`src/sv/rtcg_pkg.sv`:
```
// rtcg_pkg: shared types, constants and the glyph ramp for the terminal color mapper
// no dependencies; used by rtcg_map and the top level

package rtcg_pkg;

  // number of brightness levels in the glyph ramp (2..16)
  localparam int unsigned RAMP_LEVELS = 12;

  // luma full scale: 1000 * 255 with weights 299/587/114
  localparam int unsigned LUMA_FULL = 255000;
  localparam int unsigned LUMA_W    = 18;

  // configuration register map
  localparam int unsigned CFG_ADDR_W     = 3;
  localparam int unsigned CFG_DATA_W     = 32;
  localparam logic        REG_GRAY_TOL   = 1'b0;  // word address of gray_tolerance
  localparam logic [7:0]  GRAY_TOL_RESET = 8'd5;

  // palette anchors
  localparam logic [7:0] CUBE_BASE  = 8'd16;
  localparam logic [7:0] GRAY_FIRST = 8'd232;
  localparam logic [7:0] GRAY_LAST  = 8'd255;

  // one result item
  typedef struct packed {
    logic [7:0] color_index;
    logic [6:0] glyph_code;
    logic [3:0] glyph_level;
    logic       is_gray;
  } rtcg_res_t;

  // ascii ramp " .-=+*x#$&X@", padded with the last character
  function automatic logic [6:0] ramp_char(input logic [3:0] level);
    logic [6:0] ch;
    unique case (level)
      4'd0:    ch = 7'h20;  // space
      4'd1:    ch = 7'h2e;  // .
      4'd2:    ch = 7'h2d;  // -
      4'd3:    ch = 7'h3d;  // =
      4'd4:    ch = 7'h2b;  // +
      4'd5:    ch = 7'h2a;  // *
      4'd6:    ch = 7'h78;  // x
      4'd7:    ch = 7'h23;  // #
      4'd8:    ch = 7'h24;  // $
      4'd9:    ch = 7'h26;  // &
      4'd10:   ch = 7'h58;  // X
      default: ch = 7'h40;  // @
    endcase
    return ch;
  endfunction

endpackage

```
`src/sv/rtcg_if.sv`:
```
// rtcg_if: valid/ready channel interfaces for pixels and mapped results
// no dependencies; the result fields are declared here and not taken from rtcg_pkg

interface rtcg_pix_if;
  logic       valid;
  logic       ready;
  logic [7:0] red;
  logic [7:0] green;
  logic [7:0] blue;

  modport source (output valid, output red, output green, output blue, input ready);
  modport sink   (input valid, input red, input green, input blue, output ready);
endinterface

interface rtcg_res_if;
  logic       valid;
  logic       ready;
  logic [7:0] color_index;
  logic [6:0] glyph_code;
  logic [3:0] glyph_level;
  logic       is_gray;

  modport source (output valid, output color_index, output glyph_code,
                  output glyph_level, output is_gray, input ready);
  modport sink   (input valid, input color_index, input glyph_code,
                  input glyph_level, input is_gray, output ready);
endinterface

```
`src/sv/rtcg_map.sv`:
```
// rtcg_map: combinational pixel mapper (gray test, xterm-256 index, luma glyph)
// depends on rtcg_pkg

module rtcg_map (
  input  logic [7:0]           red,
  input  logic [7:0]           green,
  input  logic [7:0]           blue,
  input  logic [7:0]           gray_tol,
  output rtcg_pkg::rtcg_res_t  res
);

  // ceil(c / 51): number of cube thresholds the channel passes
  function automatic logic [2:0] cube_level(input logic [7:0] c);
    logic [2:0] lv;
    priority if (c > 8'd204) lv = 3'd5;
    else if (c > 8'd153)     lv = 3'd4;
    else if (c > 8'd102)     lv = 3'd3;
    else if (c > 8'd51)      lv = 3'd2;
    else if (c > 8'd0)       lv = 3'd1;
    else                     lv = 3'd0;
    return lv;
  endfunction

  localparam int unsigned LUMA_W_L = rtcg_pkg::LUMA_W;

  logic [7:0]  d_rg, d_rb, d_gb;
  logic        gray;
  logic [2:0]  lv_r, lv_g, lv_b;
  logic [7:0]  cube_idx;
  logic [7:0]  gray_off;
  logic [15:0] gray_prod;
  logic [4:0]  gray_q;
  logic [7:0]  gray_idx;
  logic [LUMA_W_L-1:0] luma;
  logic [rtcg_pkg::RAMP_LEVELS-2:0] lvl_hit;
  logic [3:0]  level;

  // pairwise channel distances
  assign d_rg = (red > green)  ? red - green  : green - red;
  assign d_rb = (red > blue)   ? red - blue   : blue - red;
  assign d_gb = (green > blue) ? green - blue : blue - green;
  assign gray = (d_rg <= gray_tol) && (d_rb <= gray_tol) && (d_gb <= gray_tol);

  // 6x6x6 cube index
  assign lv_r     = cube_level(red);
  assign lv_g     = cube_level(green);
  assign lv_b     = cube_level(blue);
  assign cube_idx = rtcg_pkg::CUBE_BASE + 8'd36 * {5'd0, lv_r} + 8'd6 * {5'd0, lv_g}
                  + {5'd0, lv_b};

  // gray ramp: (red - 3) / 10 by reciprocal 205/2048, exact below 1029
  assign gray_off  = red - 8'd3;
  assign gray_prod = {8'd0, gray_off} * 16'd205;
  assign gray_q    = gray_prod[15:11];
  always_comb begin
    priority if (red < 8'd8)   gray_idx = rtcg_pkg::GRAY_FIRST;
    else if (gray_q > 5'd23)   gray_idx = rtcg_pkg::GRAY_LAST;
    else                       gray_idx = rtcg_pkg::GRAY_FIRST + {3'd0, gray_q};
  end

  // weighted luma, 299r + 587g + 114b
  assign luma = LUMA_W_L'(18'd299 * {10'd0, red})
              + LUMA_W_L'(18'd587 * {10'd0, green})
              + LUMA_W_L'(18'd114 * {10'd0, blue});

  // level k reached when (levels-1) * luma >= k * full scale; thresholds fixed at elaboration
  for (genvar k = 1; k < rtcg_pkg::RAMP_LEVELS; k++) begin : g_lvl
    localparam int unsigned THR =
      (k * rtcg_pkg::LUMA_FULL + rtcg_pkg::RAMP_LEVELS - 2) / (rtcg_pkg::RAMP_LEVELS - 1);
    assign lvl_hit[k-1] = (luma >= LUMA_W_L'(THR));
  end

  // count thresholds passed
  always_comb begin
    level = 4'd0;
    for (int i = 0; i < rtcg_pkg::RAMP_LEVELS - 1; i++) begin
      level = level + {3'd0, lvl_hit[i]};
    end
  end

  // pack result
  assign res.color_index = gray ? gray_idx : cube_idx;
  assign res.glyph_code  = rtcg_pkg::ramp_char(level);
  assign res.glyph_level = level;
  assign res.is_gray     = gray;

endmodule

```
`src/sv/rgb_to_terminal_color_and_glyph_top.sv`:
```
// rgb_to_terminal_color_and_glyph_top: pixel to xterm-256 color and ascii glyph
// depends on rtcg_pkg, rtcg_pix_if, rtcg_res_if and rtcg_map
//
//  port     | dir | kind            | carries
//  in_pix   | in  | valid/ready     | red, green, blue
//  out_res  | out | valid/ready     | color_index, glyph_code, glyph_level, is_gray
//  psel ... | in  | apb write/read  | gray_tolerance at byte address 0
//
// one pixel per cycle sustained while out_res is ready; a pixel passes in order through
// the input register, the mapper logic and the result register
// rst_n clears both stage valids and sets gray_tolerance to 5
// a stalled result holds in the result register while the input register still
// takes a pixel; input ready drops only when both stages are full and out is stalled

module rgb_to_terminal_color_and_glyph_top (
  input  logic                               clk,
  input  logic                               rst_n,
  rtcg_pix_if.sink                           in_pix,
  rtcg_res_if.source                         out_res,
  input  logic                               psel,
  input  logic                               penable,
  input  logic                               pwrite,
  input  logic [rtcg_pkg::CFG_ADDR_W-1:0]    paddr,
  input  logic [rtcg_pkg::CFG_DATA_W-1:0]    pwdata,
  output logic [rtcg_pkg::CFG_DATA_W-1:0]    prdata,
  output logic                               pready
);

  logic                 tol_wr;
  logic [7:0]           tol_r;
  logic [7:0]           tol_nxt;
  logic                 s1_vld_r;
  logic [7:0]           red_r;
  logic [7:0]           green_r;
  logic [7:0]           blue_r;
  logic                 res_vld_r;
  rtcg_pkg::rtcg_res_t  res_r;
  rtcg_pkg::rtcg_res_t  map_res;
  logic                 res_take;
  logic                 in_take;

  // configuration register
  assign pready  = 1'b1;
  assign tol_wr  = psel && penable && pwrite && (paddr[2] == rtcg_pkg::REG_GRAY_TOL);
  assign tol_nxt = tol_wr ? pwdata[7:0] : tol_r;
  assign prdata  = (paddr[2] == rtcg_pkg::REG_GRAY_TOL) ? {24'd0, tol_r} : '0;

  always_ff @(posedge clk) begin
    if (!rst_n) begin
      tol_r <= rtcg_pkg::GRAY_TOL_RESET;
    end else begin
      tol_r <= tol_nxt;
    end
  end

  // stage handshakes
  assign res_take     = !res_vld_r || out_res.ready;
  assign in_pix.ready = !s1_vld_r || res_take;
  assign in_take      = in_pix.valid && in_pix.ready;

  // stage valids
  always_ff @(posedge clk) begin
    if (!rst_n) begin
      s1_vld_r  <= 1'b0;
      res_vld_r <= 1'b0;
    end else begin
      if (in_pix.ready) s1_vld_r <= in_pix.valid;
      if (res_take) res_vld_r <= s1_vld_r;
    end
  end

  // input register
  always_ff @(posedge clk) begin
    if (in_take) begin
      red_r   <= in_pix.red;
      green_r <= in_pix.green;
      blue_r  <= in_pix.blue;
    end
  end

  // mapper
  rtcg_map u_map (
    .red      (red_r),
    .green    (green_r),
    .blue     (blue_r),
    .gray_tol (tol_r),
    .res      (map_res)
  );

  // result register
  always_ff @(posedge clk) begin
    if (res_take && s1_vld_r) begin
      res_r <= map_res;
    end
  end

  assign out_res.valid       = res_vld_r;
  assign out_res.color_index = res_r.color_index;
  assign out_res.glyph_code  = res_r.glyph_code;
  assign out_res.glyph_level = res_r.glyph_level;
  assign out_res.is_gray     = res_r.is_gray;

`ifndef ASSERT_OFF
  // gray flag agrees with the palette region of the index
  a_gray_region: assert property (@(posedge clk) disable iff (!rst_n)
    res_vld_r |-> (res_r.is_gray == (res_r.color_index >= rtcg_pkg::GRAY_FIRST)))
    else $error("gray flag and color index region disagree");

  // glyph code follows its level and the level stays on the ramp
  a_glyph: assert property (@(posedge clk) disable iff (!rst_n)
    res_vld_r |-> ((res_r.glyph_code == rtcg_pkg::ramp_char(res_r.glyph_level)) &&
                   (res_r.glyph_level <= 4'(rtcg_pkg::RAMP_LEVELS - 1))))
    else $error("glyph code or level out of step");

  // a pixel moving out of the input register lands in the result register
  a_advance: assert property (@(posedge clk) disable iff (!rst_n)
    (s1_vld_r && res_take) |=> res_vld_r)
    else $error("pixel lost between stages");

  // a stalled pixel stays in the input register with its red and blue unchanged
  a_hold: assert property (@(posedge clk) disable iff (!rst_n)
    (s1_vld_r && !res_take) |=> (s1_vld_r && $stable(red_r) && $stable(blue_r)))
    else $error("stalled pixel dropped or changed");
`endif

endmodule
```
`src/flat_wrapper.sv`:
```
// flat-port wrapper written by rule: the top's interface ports become plain ports
module rgb_to_terminal_color_and_glyph_top_flat 
  (clk, rst_n, psel, penable, pwrite, paddr, pwdata, prdata, pready, in_pix_valid, in_pix_red, in_pix_green, in_pix_blue, in_pix_ready, out_res_valid, out_res_color_index, out_res_glyph_code, out_res_glyph_level, out_res_is_gray, out_res_ready);
  rtcg_pix_if in_pix_i ();
  rtcg_res_if out_res_i ();
  input  logic clk;
  input  logic rst_n;
  input  logic psel;
  input  logic penable;
  input  logic pwrite;
  input  logic [rtcg_pkg::CFG_ADDR_W-1:0] paddr;
  input  logic [rtcg_pkg::CFG_DATA_W-1:0] pwdata;
  output logic [rtcg_pkg::CFG_DATA_W-1:0] prdata;
  output logic pready;
  input wire logic [$bits(in_pix_i.valid)-1:0] in_pix_valid;
  input wire logic [$bits(in_pix_i.red)-1:0] in_pix_red;
  input wire logic [$bits(in_pix_i.green)-1:0] in_pix_green;
  input wire logic [$bits(in_pix_i.blue)-1:0] in_pix_blue;
  output wire logic [$bits(in_pix_i.ready)-1:0] in_pix_ready;
  output wire logic [$bits(out_res_i.valid)-1:0] out_res_valid;
  output wire logic [$bits(out_res_i.color_index)-1:0] out_res_color_index;
  output wire logic [$bits(out_res_i.glyph_code)-1:0] out_res_glyph_code;
  output wire logic [$bits(out_res_i.glyph_level)-1:0] out_res_glyph_level;
  output wire logic [$bits(out_res_i.is_gray)-1:0] out_res_is_gray;
  input wire logic [$bits(out_res_i.ready)-1:0] out_res_ready;
  assign in_pix_i.valid = in_pix_valid;
  assign in_pix_i.red = in_pix_red;
  assign in_pix_i.green = in_pix_green;
  assign in_pix_i.blue = in_pix_blue;
  assign in_pix_ready = in_pix_i.ready;
  assign out_res_valid = out_res_i.valid;
  assign out_res_color_index = out_res_i.color_index;
  assign out_res_glyph_code = out_res_i.glyph_code;
  assign out_res_glyph_level = out_res_i.glyph_level;
  assign out_res_is_gray = out_res_i.is_gray;
  assign out_res_i.ready = out_res_ready;
  rgb_to_terminal_color_and_glyph_top u_core (.clk(clk), .rst_n(rst_n), .in_pix(in_pix_i), .out_res(out_res_i), .psel(psel), .penable(penable), .pwrite(pwrite), .paddr(paddr), .pwdata(pwdata), .prdata(prdata), .pready(pready));
endmodule
```
`config.mk`:
```
export PLATFORM = sky130hd
export DESIGN_NAME = rgb_to_terminal_color_and_glyph_top_flat
export DESIGN_NICKNAME = d
export VERILOG_FILES = /design/src/sv/rtcg_pkg.sv /design/src/sv/rtcg_if.sv /design/src/sv/rtcg_map.sv /design/src/sv/rgb_to_terminal_color_and_glyph_top.sv /design/src/flat_wrapper.sv
export SDC_FILE = /design/constraint.sdc
export NUM_CORES = 1
export LEC_CHECK = 0
export BUFFER_PORTS_ARGS = -buffer_cell sky130_fd_sc_hd__buf_2
export CAP_MARGIN = 15
export CORE_ASPECT_RATIO = 1.1
export CORE_MARGIN = 2
export CORE_UTILIZATION = 26
export DETAILED_ROUTE_END_ITERATION = 6
export MAX_ROUTING_LAYER = met4
export PLACE_DENSITY = 0.54
export SLEW_MARGIN = 20
export SYNTH_ARGS = -nofsm -noshare
export SYNTH_HDL_FRONTEND = slang
export SYNTH_SLANG_ARGS = --single-unit
```
`constraint.sdc`:
```
create_clock -name clk -period 29.1 [get_ports clk]
set_input_delay 5.82 -clock clk [delete_from_list [all_inputs] [get_ports clk]]
set_output_delay 5.82 -clock clk [all_outputs]
set_load 0.01 [all_outputs]
```
==> results.toml <==
[synthesis]
synthDistinctLibCells = 84
avgSynthCellArea_sq_um = 9.32
synth-xor-area-share_pct = 4.69
muxShareOfSynthArea_pct = 2.23
ys_ff_latch = 54
yosysWarnings = 0
syn-cell-area_sq_mm = 0.0116
synth_compound_area_share_pct = 13.9
async_flop_share_pct = 0
synth_top_flop_cell = "edfxtp_1"
syn_inst = 1248
synthAdderAreaFrac_pct = 46.2
synth_edf_count = 44
seq_area_frac_synth_pct = 13.1
yosys.area_share.simple_pct = 9.98
synth_top_family_by_area = "adder cells"

[finish]
num-fill-cells = 4682
nets = 1754
final_util_pct = 28.8
instances_no_fill = 1901
area_growth_pct = 9.81
drive_gt1_share_pct = 9.10

[worst_setup_path]
path_class = "in2out"
critPathLaunchType = "input port"
setup.worst_path.start = "out_res_ready"
cp.required_ns = 23.28
arrival_ns = 6.40
worstPathCellList = "buf_2, nor2b_1, nand2_1, buf_2"
crit_top_cell = "buf_2"
crit_path_end_kind = "primary output"
worstPathMaxFanout = 4
slowest_stage = "nor2b_1"
regToRegStartpoint = "u_core.blue_r[1]"
cpPeakStageDelay_ns = 0.24

[global_routing]
grt_pass1_wl_um = 46000
grt_max_degree = 25
antenna_found_initial = 1
grt_pass1_vias = 8769
grt-ovfl-total = 0
globalRouteTotalUtil_pct = 12.9

[cts]
clockRootBuffer = "clkbuf_16"
htreeDepth = 2
cts_resized = 0
clock-sinks = 54
cts_hold_buf = 0
clkLatencyLatePin_ns = 0.32
clockBufferDepth = 2
post_cts_buffers = 0
clk_pin_slew_ns = 0.08
cts_tree = "built"
numCtsBuffers = 5

[hold_path]
hp-class = "reg2reg"
hp-start = "u_core.tol_r[3]"

[sta]
fin_crit_sh_pct = 42.0
tns_ns = 0
hold_violations = 0
setup_viol = 0
setup_slack_ns = 16.88
fmax_mhz = 81.8
tightest_slew_ns = 0.903
min_period_ns = 12.22
rsz0062_at_grt = "false"
slew_headroom_pct = 39.2
finalMaxSlewViolations = 0
skew_ns = 0.0154

[placed_design]
place_congestion = 0.863
numPortBuffers = 69
place_inst = 1892
pre_cts_ws_ns = 16.87
dp_hpwl_um = 23600

[die]
core_area_sq_mm = 0.0443
dieWidth_um = 206
dieArea_sq_mm = 0.0465
dieHeight_um = 226
row_count = 81
io_pins = 121
initial_core_util_pct = 26.3

[detailed_routing]
met2_length_um = 13200
wl_met1_um = 13700
vias = 8637
drtIter0Drc = 422
drtAntennaViolNets = 0
dr.pass1.iters = 4
wl_per_cell_um = 14.9
drt_wl_total_um = 28300
wl_met3_um = 968
drc = 0
vias_per_cell = 4.54
top_layer = "met4"

[job]
maxCapViolCount = 0

[status]
status = "finished, final reports clean"
==> per-stage QoR <==
step | hold WS, ns | area (sq um)
global placement | 0.452 | 12600
floorplan | 0.444 | 11700
CTS | 0.469 | 12800
detailed placement | 0.457 | 12600
finish | 0.465 | 12800
global route | 0.489 | 12800
==> synth_stat cells (3+ instances only) <==
| library cell | instances | share of area (%) |
|---|---|---|
| nand2b_1 | 15 | 0.81 |
| ha_1 | 271 | 29 |
| a211oi_1 | 4 | 0.26 |
| buf_4 | 26 | 1.7 |
| a21oi_1 | 72 | 3.1 |
| or3_1 | 3 | 0.16 |
| fa_1 | 99 | 17 |
| mux2_2 | 7 | 0.68 |
| o211ai_1 | 10 | 0.65 |
| nor2b_1 | 16 | 0.86 |
| o21a_1 | 8 | 0.52 |
| edfxtp_1 | 44 | 11 |
| inv_1 | 241 | 7.8 |
| nand3_1 | 18 | 0.77 |
| o21bai_1 | 10 | 0.65 |
| and2_1 | 3 | 0.16 |
| nand2_1 | 75 | 2.4 |
| xnor2_2 | 3 | 0.42 |
| o21ai_0 | 31 | 1.3 |
| dfxtp_1 | 10 | 1.7 |
| o31ai_1 | 3 | 0.19 |
| o22ai_1 | 8 | 0.43 |
| clkbuf_1 | 6 | 0.19 |
| a21o_1 | 26 | 1.7 |
| a211o_1 | 4 | 0.30 |
| a31oi_1 | 5 | 0.27 |
| nand4_1 | 20 | 1.1 |
| xor2_1 | 12 | 0.90 |
| and3_1 | 4 | 0.22 |
| xnor2_1 | 41 | 3.1 |
| and4b_1 | 3 | 0.26 |
| nor3_1 | 12 | 0.52 |
| nor2_1 | 41 | 1.3 |
| a21boi_0 | 11 | 0.71 |
| mux2i_1 | 18 | 1.5 |
| nor3b_1 | 4 | 0.26 |
==> layout make-up <==
cell class,count,area [sq um],share of cell area (%)
antenna,1,2.50,0.0196
multi-input combinational,941,9060,70.9
clock inverter,3,42.5,0.333
clock buffer,5,125,0.979
tap,581,727,5.69
inverter,241,905,7.08
timing repair buffer,75,390,3.06
sequential,54,1520,11.9
==> cell families after synthesis <==
logic type	Yosys count
adders and majority gates	370
buffers and inverters	276
AOI/OAI and AO/OA	233
and+or+nand+nor	230
xor gates and xnor gates	58
DFF	54
muxes	25
other	2
==> routing by layer <==
metal / track usage (%) / vias to the layer above
met5: - / -
met3: 1.95 / 24
li1: - / 4310
met1: 17.1 / 4151
met4: 3.04 / 0
met2: 20.6 / 152
==> flip-flops by register name, indices dropped and copies added (netlist names) <==
signal	count
u_core.out_res.glyph_code	7
u_core.blue_r	8
u_core.s1_vld_r	1
u_core.red_r	8
u_core.out_res.color_index	8
u_core.green_r	8
u_core.tol_r	8
u_core.out_res.glyph_level	4
u_core.out_res.valid	1
u_core.out_res.is_gray	1
==> worst paths after layout <==
| kind | to | slack [ns] | cells after the start |
|---|---|---|---|
| worst min-delay path | u_core.tol_r[3] | 0.46 | 2 |
| worst max-delay path | in_pix_ready | 16.88 | 4 |
| worst min register to register | u_core.tol_r[3] | 0.46 | 2 |
| worst max register to register | u_core.out_res.glyph_code[0] | 18.14 | 36 |
==> worst max-delay path: cells and delay by family <==
kind                   cells  cell delay (ns)
buffers and inverters      2             0.23
AND/OR/NAND/NOR            2             0.34
==> placed cells by master, fill, tap and decap left out, types with 5 or more instances in the layout <==
cell / count
ha_1: 271
inv_1: 241
fa_1: 99
nand2_1: 75
a21oi_1: 71
buf_2: 69
edfxtp_1: 44
xnor2_1: 41
nor2_1: 41
o21ai_0: 31
a21o_1: 26
conb_1: 25
nand4_1: 20
mux2i_1: 18
nand3_1: 18
nor2b_1: 15
nand2b_1: 15
nor3_1: 12
xor2_1: 12
a21boi_0: 11
o21bai_1: 10
o211ai_1: 10
dfxtp_1: 10
o22ai_1: 8
o21a_1: 8
mux2_2: 7
buf_4: 6
a31oi_1: 5
clkbuf_16: 5
Power is left out: the tool's default activity adds up to more than one toggle a clock period on the data nets, which glitch-free logic cannot reach.
